## config.mk

```make
export PLATFORM = sky130hd
export DESIGN_NAME = emmx_simd_alu_top
export DESIGN_NICKNAME = d
export VERILOG_FILES = /design/src/design/emmx_pkg.sv /design/src/design/emmx_simd_alu_top.sv /design/src/design/emmx_byte_lane.sv /design/src/design/emmx_word_lane.sv
export SDC_FILE = /design/constraint.sdc
export NUM_CORES = 2
export LEC_CHECK = 0
export BUFFER_PORTS_ARGS = -buffer_cell sky130_fd_sc_hd__buf_4
export CORE_ASPECT_RATIO = 0.9
export CORE_MARGIN = 2
export CORE_UTILIZATION = 53
export DETAILED_ROUTE_END_ITERATION = 8
export HOLD_SLACK_MARGIN = 0.15
export PLACE_DENSITY = 0.7
export REMOVE_ABC_BUFFERS = 1
export SYNTH_ARGS = -nofsm -noshare
export SYNTH_HDL_FRONTEND = slang
export SYNTH_SLANG_ARGS = --single-unit
export TNS_END_PERCENT = 50
```

## constraint.sdc

```tcl
create_clock -name clk -period 30.6 [get_ports clk]
set_clock_uncertainty 0.15 [all_clocks]
set_input_delay 6.12 -clock clk [delete_from_list [all_inputs] [get_ports clk]]
set_output_delay 6.12 -clock clk [all_outputs]
set_load 0.005 [all_outputs]
```

## src/design/emmx_pkg.sv

```systemverilog
// Package for the extended-MMX SIMD ALU.
// Holds the command codes, lane counts and rounding constant; no dependencies.
`timescale 1ns / 1ps
`default_nettype none

package emmx_pkg;

    localparam int BYTE_LANES = 8;
    localparam int WORD_LANES = 4;

    localparam logic signed [31:0] MUL_ROUND = 32'sh0000_4000;

    typedef enum logic [3:0] {
        CMD_AVG   = 4'd0,
        CMD_DIST  = 4'd1,
        CMD_MAG   = 4'd2,
        CMD_MULH  = 4'd3,
        CMD_MULHI = 4'd4,
        CMD_MACH  = 4'd5,
        CMD_MVZ   = 4'd6,
        CMD_MVNZ  = 4'd7,
        CMD_MVLZ  = 4'd8,
        CMD_MVGEZ = 4'd9,
        CMD_ADDSI = 4'd10,
        CMD_SUBSI = 4'd11
    } cmd_t;

endpackage

`default_nettype wire

```

## src/design/emmx_simd_alu_top.sv

```systemverilog
// Top level of the extended-MMX SIMD ALU: eight byte lanes and four word lanes
// feed a lane register, then a merge stage and output register. Depends on
// emmx_pkg, emmx_byte_lane and emmx_word_lane.
//
//   channel | signals                                          | direction
//   --------+--------------------------------------------------+----------
//   input   | in_valid, in_stall, command, src/dest/implied    | request in
//   output  | out_valid, out_stall, dest_result, implied_result| request out
//
// A result reaches the outputs through the lane register, which loads when its
// request is accepted, and then the output register, which loads as it advances.
// One request per cycle sustained while out_stall is low; the two registers
// each advance on their own, so a request is taken while a result waits.
// in_stall is high only when both stages are full and out_stall is high.
// Reset clears both valid flags; payload registers are not reset.
`timescale 1ns / 1ps
`default_nettype none

module emmx_simd_alu_top
    import emmx_pkg::*;
(
    input  wire         clk,
    input  wire         rst_n,
    input  wire         in_valid,
    output logic        in_stall,
    input  wire  [3:0]  command,
    input  wire  [63:0] src_operand,
    input  wire  [63:0] dest_operand,
    input  wire  [63:0] implied_operand,
    output logic        out_valid,
    input  wire         out_stall,
    output logic [63:0] dest_result,
    output logic [63:0] implied_result
);

    cmd_t        cmd;
    logic [63:0] byte_dest;
    logic [63:0] byte_impl;
    logic [63:0] word_dest;
    logic [63:0] word_impl;

    logic        s1_valid_reg;
    logic        s1_valid_next;
    cmd_t        s1_cmd_reg;
    logic [63:0] s1_byte_dest_reg;
    logic [63:0] s1_byte_impl_reg;
    logic [63:0] s1_word_dest_reg;
    logic [63:0] s1_word_impl_reg;

    logic        out_valid_reg;
    logic        out_valid_next;
    logic [63:0] dest_result_reg;
    logic [63:0] implied_result_reg;
    logic [63:0] merge_dest;
    logic [63:0] merge_impl;

    logic        s2_adv;
    logic        s1_adv;
    logic        in_take;

    assign cmd = cmd_t'(command);

    genvar gi;
    generate
        for (gi = 0; gi < BYTE_LANES; gi++)
        begin : g_byte
            emmx_byte_lane u_byte_lane (
                .cmd       (cmd),
                .src_byte  (src_operand[8*gi +: 8]),
                .dest_byte (dest_operand[8*gi +: 8]),
                .impl_byte (implied_operand[8*gi +: 8]),
                .dest_out  (byte_dest[8*gi +: 8]),
                .impl_out  (byte_impl[8*gi +: 8])
            );
        end
        for (gi = 0; gi < WORD_LANES; gi++)
        begin : g_word
            emmx_word_lane u_word_lane (
                .cmd       (cmd),
                .src_word  (src_operand[16*gi +: 16]),
                .dest_word (dest_operand[16*gi +: 16]),
                .impl_word (implied_operand[16*gi +: 16]),
                .dest_out  (word_dest[16*gi +: 16]),
                .impl_out  (word_impl[16*gi +: 16])
            );
        end
    endgenerate

    // advance each stage when it is empty or its consumer moves
    assign s2_adv   = !out_valid_reg || !out_stall;
    assign s1_adv   = !s1_valid_reg || s2_adv;
    assign in_stall = !s1_adv;
    assign in_take  = in_valid && s1_adv;

    always_comb
    begin
        s1_valid_next  = s1_adv ? in_valid : s1_valid_reg;
        out_valid_next = s2_adv ? s1_valid_reg : out_valid_reg;
    end

    always_comb
    begin
        case (s1_cmd_reg) inside
            CMD_AVG, CMD_DIST, CMD_MVZ, CMD_MVNZ, CMD_MVLZ, CMD_MVGEZ:
            begin
                merge_dest = s1_byte_dest_reg;
                merge_impl = s1_byte_impl_reg;
            end
            default:
            begin
                merge_dest = s1_word_dest_reg;
                merge_impl = s1_word_impl_reg;
            end
        endcase
    end

    always_ff @(posedge clk or negedge rst_n)
    begin
        if (!rst_n)
        begin
            s1_valid_reg  <= 1'b0;
            out_valid_reg <= 1'b0;
        end
        else
        begin
            s1_valid_reg  <= s1_valid_next;
            out_valid_reg <= out_valid_next;
        end
    end

    always_ff @(posedge clk)
    begin
        if (in_take)
        begin
            s1_cmd_reg       <= cmd;
            s1_byte_dest_reg <= byte_dest;
            s1_byte_impl_reg <= byte_impl;
            s1_word_dest_reg <= word_dest;
            s1_word_impl_reg <= word_impl;
        end
        if (s2_adv && s1_valid_reg)
        begin
            dest_result_reg    <= merge_dest;
            implied_result_reg <= merge_impl;
        end
    end

    assign out_valid      = out_valid_reg;
    assign dest_result    = dest_result_reg;
    assign implied_result = implied_result_reg;

    a_stall_only_when_full: assert property (@(posedge clk) disable iff (!rst_n)
        in_stall |-> (s1_valid_reg && out_valid_reg && out_stall))
        else $error("input stalled while a stage had room");

    a_out_from_lane_stage: assert property (@(posedge clk) disable iff (!rst_n)
        $rose(out_valid_reg) |-> $past(s1_valid_reg))
        else $error("result appeared without a request in the lane stage");

    a_lane_stage_holds: assert property (@(posedge clk) disable iff (!rst_n)
        (s1_valid_reg && !s1_adv) |=> (s1_valid_reg && $stable(s1_cmd_reg)
            && $stable(s1_word_impl_reg) && $stable(s1_byte_dest_reg)))
        else $error("lane stage changed while blocked");

    a_take_fills_stage: assert property (@(posedge clk) disable iff (!rst_n)
        in_take |=> s1_valid_reg)
        else $error("accepted request was dropped");

endmodule

`default_nettype wire

```

## src/design/emmx_byte_lane.sv

```systemverilog
// One byte lane of the SIMD ALU: average, distance and conditional moves.
// Depends on emmx_pkg for the command codes.
`timescale 1ns / 1ps
`default_nettype none

module emmx_byte_lane
    import emmx_pkg::*;
(
    input  wire cmd_t       cmd,
    input  wire logic [7:0] src_byte,
    input  wire logic [7:0] dest_byte,
    input  wire logic [7:0] impl_byte,
    output logic      [7:0] dest_out,
    output logic      [7:0] impl_out
);

    logic [8:0] avg_sum;
    logic [7:0] diff;
    logic [8:0] dist_sum;

    always_comb
    begin
        avg_sum  = {1'b0, dest_byte} + {1'b0, src_byte};
        diff     = (dest_byte > src_byte) ? (dest_byte - src_byte) : (src_byte - dest_byte);
        dist_sum = {1'b0, impl_byte} + {1'b0, diff};
        dest_out = dest_byte;
        impl_out = impl_byte;
        unique case (cmd)
            CMD_AVG:
            begin
                dest_out = avg_sum[8:1];
            end
            CMD_DIST:
            begin
                impl_out = dist_sum[8] ? 8'hFF : dist_sum[7:0];
            end
            CMD_MVZ:
            begin
                if (impl_byte == 8'h00)
                begin
                    dest_out = src_byte;
                end
            end
            CMD_MVNZ:
            begin
                if (impl_byte != 8'h00)
                begin
                    dest_out = src_byte;
                end
            end
            CMD_MVLZ:
            begin
                if (impl_byte[7])
                begin
                    dest_out = src_byte;
                end
            end
            CMD_MVGEZ:
            begin
                if (!impl_byte[7])
                begin
                    dest_out = src_byte;
                end
            end
            default:
            begin
                dest_out = dest_byte;
                impl_out = impl_byte;
            end
        endcase
    end

endmodule

`default_nettype wire

```

## src/design/emmx_word_lane.sv

```systemverilog
// One word lane of the SIMD ALU: magnitude select, rounded multiply-high,
// multiply-accumulate and saturating add/subtract. Depends on emmx_pkg.
`timescale 1ns / 1ps
`default_nettype none

module emmx_word_lane
    import emmx_pkg::*;
(
    input  wire cmd_t        cmd,
    input  wire logic [15:0] src_word,
    input  wire logic [15:0] dest_word,
    input  wire logic [15:0] impl_word,
    output logic      [15:0] dest_out,
    output logic      [15:0] impl_out
);

    logic signed [31:0] product;
    logic signed [31:0] rounded;
    logic        [15:0] mul_hi;
    logic        [16:0] dest_mag;
    logic        [16:0] src_mag;
    logic signed [16:0] add_sum;
    logic signed [16:0] sub_diff;
    logic        [15:0] add_sat;
    logic        [15:0] sub_sat;

    always_comb
    begin
        product  = 32'($signed(dest_word)) * 32'($signed(src_word));
        rounded  = product + MUL_ROUND;
        mul_hi   = rounded[30:15];
        dest_mag = dest_word[15] ? (17'd0 - {1'b1, dest_word}) : {1'b0, dest_word};
        src_mag  = src_word[15] ? (17'd0 - {1'b1, src_word}) : {1'b0, src_word};
        add_sum  = {dest_word[15], dest_word} + {src_word[15], src_word};
        sub_diff = {dest_word[15], dest_word} - {src_word[15], src_word};
        if (add_sum[16] != add_sum[15])
        begin
            add_sat = add_sum[16] ? 16'h8000 : 16'h7FFF;
        end
        else
        begin
            add_sat = add_sum[15:0];
        end
        if (sub_diff[16] != sub_diff[15])
        begin
            sub_sat = sub_diff[16] ? 16'h8000 : 16'h7FFF;
        end
        else
        begin
            sub_sat = sub_diff[15:0];
        end
    end

    always_comb
    begin
        dest_out = dest_word;
        impl_out = impl_word;
        unique case (cmd)
            CMD_MAG:
            begin
                if (dest_mag > src_mag)
                begin
                    dest_out = src_word;
                end
            end
            CMD_MULH:
            begin
                dest_out = mul_hi;
            end
            CMD_MULHI:
            begin
                impl_out = mul_hi;
            end
            CMD_MACH:
            begin
                impl_out = impl_word + mul_hi;
            end
            CMD_ADDSI:
            begin
                impl_out = add_sat;
            end
            CMD_SUBSI:
            begin
                impl_out = sub_sat;
            end
            default:
            begin
                dest_out = dest_word;
                impl_out = impl_word;
            end
        endcase
    end

endmodule

`default_nettype wire
```

==> summary by stage <==
CTS
The post-cts sizing count is 0. At the later pin of the worst-skew pair, clock insertion delay measures 0.70 ns. Hold repair after CTS inserted 0 buffers. The post-CTS setup-driven buffer insertion count is 0.

The number of levels the H-tree was split into is 2. TritonCTS built the clock tree. The root buffer cell chosen for the clock tree is sky130_fd_sc_hd__clkbuf_16.

Clock-pin slew was measured on the worst setup and hold paths at 0.06 ns. The number of clock buffers added by TritonCTS is 51. The clock passes through at most 3 buffers.

The number of sinks handled by clock tree synthesis is 389.

Setup path
The largest fanout on the critical path is 18. In this run the register-to-register setup slack is 26.67 ns. The critical path starts at dest_operand[9]. The dominant cell type by count on the critical path is sky130_fd_sc_hd__fa_1.

At the worst endpoint, the required time is 30.81 ns. Data on the critical path arrives at its endpoint at 14.92 ns. The source of the worst register-to-register timing path is s1_cmd_reg[1]. Measured in cells, the most critical reg-to-reg path has a length of 4. The stage delay of the slowest cell on the critical path is 0.86 ns. STA classifies the critical path endpoint as a flip-flop. The worst register-to-register path ends at dest_result[39]. On the critical path, the stage with the largest delay is an instance of sky130_fd_sc_hd__a311oi_1.

The type of element launching the critical path is an input pin. The setup path with the least slack is of type in -> reg.

Job
The tool flagged a number of max-cap violations equal to 0.

Finish
In the final layout, the share of cells above drive strength 1 is 8.296%. The area growth from synthesis to layout is 7.620%. The number of nets at the end of the flow is 10130. The finished layout holds 10066 standard cells, fillers aside.

Hold path
The startpoint identified for the worst hold timing path is s1_valid_reg. The path class of the tightest hold or removal check is reg -> reg. The path with the worst hold slack has its endpoint at out_valid.

The depth of the worst hold-timing path is 1.

Global routing
The number of antenna violations at the first check in global routing is 21. The first-pass GRT wire length is 385800 um. The maximum number of pins on one net before global-route repair is 129. After global routing the overflow that remains totals 0.

The overall track demand over capacity in global routing is 35.96%. The via count of the first global-routing pass is 62103.

Synthesis
The area share of xor/xnor cells in the synthesized design is 5.982%. Dividing the synthesized area by the synthesized cell count gives 9.054 um^2. After synthesis the cells add up to 73560 um^2. Ranked by total cell area, the synthesized netlist is headed by sky130_fd_sc_hd__fa_1 (29%), sky130_fd_sc_hd__edfxtp_1 (16%), sky130_fd_sc_hd__ha_1 (12%), sky130_fd_sc_hd__inv_1 (7.1%), sky130_fd_sc_hd__xnor2_1 (4.9%). Yosys mapped a number of flops with a built-in enable equal to 387. The most frequent cell after synthesis is sky130_fd_sc_hd__inv_1. After synthesis, the most frequently instantiated cells are sky130_fd_sc_hd__inv_1 (1390), sky130_fd_sc_hd__fa_1 (1060), sky130_fd_sc_hd__nand2_1 (747). After synthesis, the largest family of logic cells by area is adder cells. The area fraction in compound gates after synthesis is 13.56%. The fraction of registers with async set or reset after synthesis is 0.5141%. The cell count after synthesis came out at 8124. The top cell type by area accounts for 28.85% of the synthesized area. The number of synthesized register bits is 389. For this run, the number of Yosys warnings is 0. The primary flip-flop cell chosen by synthesis mapping is sky130_fd_sc_hd__edfxtp_1.

The share of synthesized area spent on multiplexers is 2.975%. The adder-cell area share of the yosys netlist is 40.62%. The number of distinct standard cells referenced by the synthesized netlist is 101. The area share of and/or/nand/nor cells after synthesis is 11.61%. After synthesis, flip-flops and latches occupy 15.87% of the total area. The cell type contributing the most total cell area after synthesis is sky130_fd_sc_hd__fa_1.

Place
In this run the tool buffered the top-level ports with 329 buffer cells. The congestion estimate from routability-driven global placement came to 0.9968. The total instance count after detailed placement is 9959.

The worst slack at placement is 15.33 ns. After legalization and detailed placement, the total HPWL measured 199400 um.

STA
The clock period minus final worst setup slack is 14.71 ns. Setup repair after global routing left no endpoint under its margin. The final count of negative-setup-slack endpoints is 0. For the pin with the worst max-slew slack, the measured transition is 1.290 ns.

The share of the cycle needed by the critical path after routing is 48.07%. Setup slack closes at 15.89 ns. Timing would allow up to 67.99 MHz. The total negative slack for setup checks is 0 ns. In this run the tightest slew margin relative to its limit is 13.66%. The number of hold-slack violations in the final timing report is 0.

The final count of pins violating max slew is 0.

Detailed routing
Dividing the detail-routed via count by the number of cells gives 6.096. The met3 wire length is 27650 um. The post-route antenna net violation count is 0. For this block, the initial DRC count from the detailed router was 6815. The via count is 61362. After detailed routing, the wire length on met1 is 105300 um. The total routed wirelength is 255300 um. After detailed routing, the met2 layer carries 112500 um of wire.

The wire length per cell is 25.36 um. The first-pass iteration count of the detailed router is 8. The top metal layer carrying routed signals is met5. In the routed design, unresolved DRC markers number 0.

Floorplanning
The top-level port count is 330. Measured along the y axis, the die boundary spans 357.4 um. The horizontal extent of the die is 396.7 um.

Row generation in the floorplan step produced 129 rows. The die covers 141800 um^2. Once the floorplan was initialized, standard cells occupied 53.43% of the core. The core footprint is 137700 um^2.

Outcome
The flow ran to the end, and the final reports show no timing, DRC or antenna violations.
==> cell usage in the layout, fill, tap and decap left out, types with 73 or more instances in the layout <==
cell type	instances
sky130_fd_sc_hd__o21ai_0	326
sky130_fd_sc_hd__nor3_1	74
sky130_fd_sc_hd__xor2_1	79
sky130_fd_sc_hd__ha_1	692
sky130_fd_sc_hd__buf_4	369
sky130_fd_sc_hd__a21oi_1	352
sky130_fd_sc_hd__fa_1	1060
sky130_fd_sc_hd__o22a_1	73
sky130_fd_sc_hd__nand2_1	745
sky130_fd_sc_hd__edfxtp_1	387
sky130_fd_sc_hd__a21o_1	108
sky130_fd_sc_hd__nor2_1	735
sky130_fd_sc_hd__a22oi_1	81
sky130_fd_sc_hd__inv_1	1389
sky130_fd_sc_hd__xnor2_1	412
sky130_fd_sc_hd__mux2_2	145
==> worst max-delay path by stage <==
stage,cells past startpoint,slack (ns),endpoint
finish,32,15.89,s1_word_impl_reg[15]
global route,32,15.37,s1_word_impl_reg[15]
CTS,32,16.03,s1_word_impl_reg[15]
detailed placement,32,15.33,s1_word_impl_reg[15]
global placement,32,15.45,s1_word_impl_reg[15]
floorplan,1,14.30,dest_result[0]
==> kinds of logic (layout without fill, tap and decap cells) <==
family	count (synthesis)	in the layout
other cells	2	19
fa+ha+maj	1752	1752
simple gates	1971	1971
flops	389	389
buf+inv	1823	1914
xor+xnor	496	496
compound gates	1491	1491
mux	200	200
==> cell type report <==
type,count,area (um^2)
antenna,11,27.53
clock buffer,55,1313
clock inverter,41,498.0
fill,12320,58510
inverter,1447,5434
multi-input combinational,5918,55120
sequential,389,11670
tap,1834,2295
timing repair buffer,371,2801
==> critical path, delay by kind of cell <==
kind,cells,cell delay [ns]
buffers and inverters,6,1.04
AO/OA/AOI/OAI,9,2.43
adder cells (fa/ha/maj),8,3.45
XOR/XNOR,3,0.76
AND/OR/NAND/NOR,6,1.08
==> per-layer routing <==
metal	track usage, %	vias to the layer above
met1	50.86	30618
met2	55.07	3422
met5	0	-
met4	12.32	18
li1	-	26712
met3	7.430	592
==> stage by stage <==
stage,instance area (um^2),util (%),hold WS (ns)
after detailed placement,77330,56.16,0.3297
after CTS,79140,57.48,0.3463
after floorplan,72110,-,0.2934
final,79160,57.50,0.3449
after global routing,79150,57.49,0.3690
after global placement,77330,56.16,0.3266
Power is not shown: default switching activity piles up to over one toggle a cycle in this logic, so the estimate is an artifact.
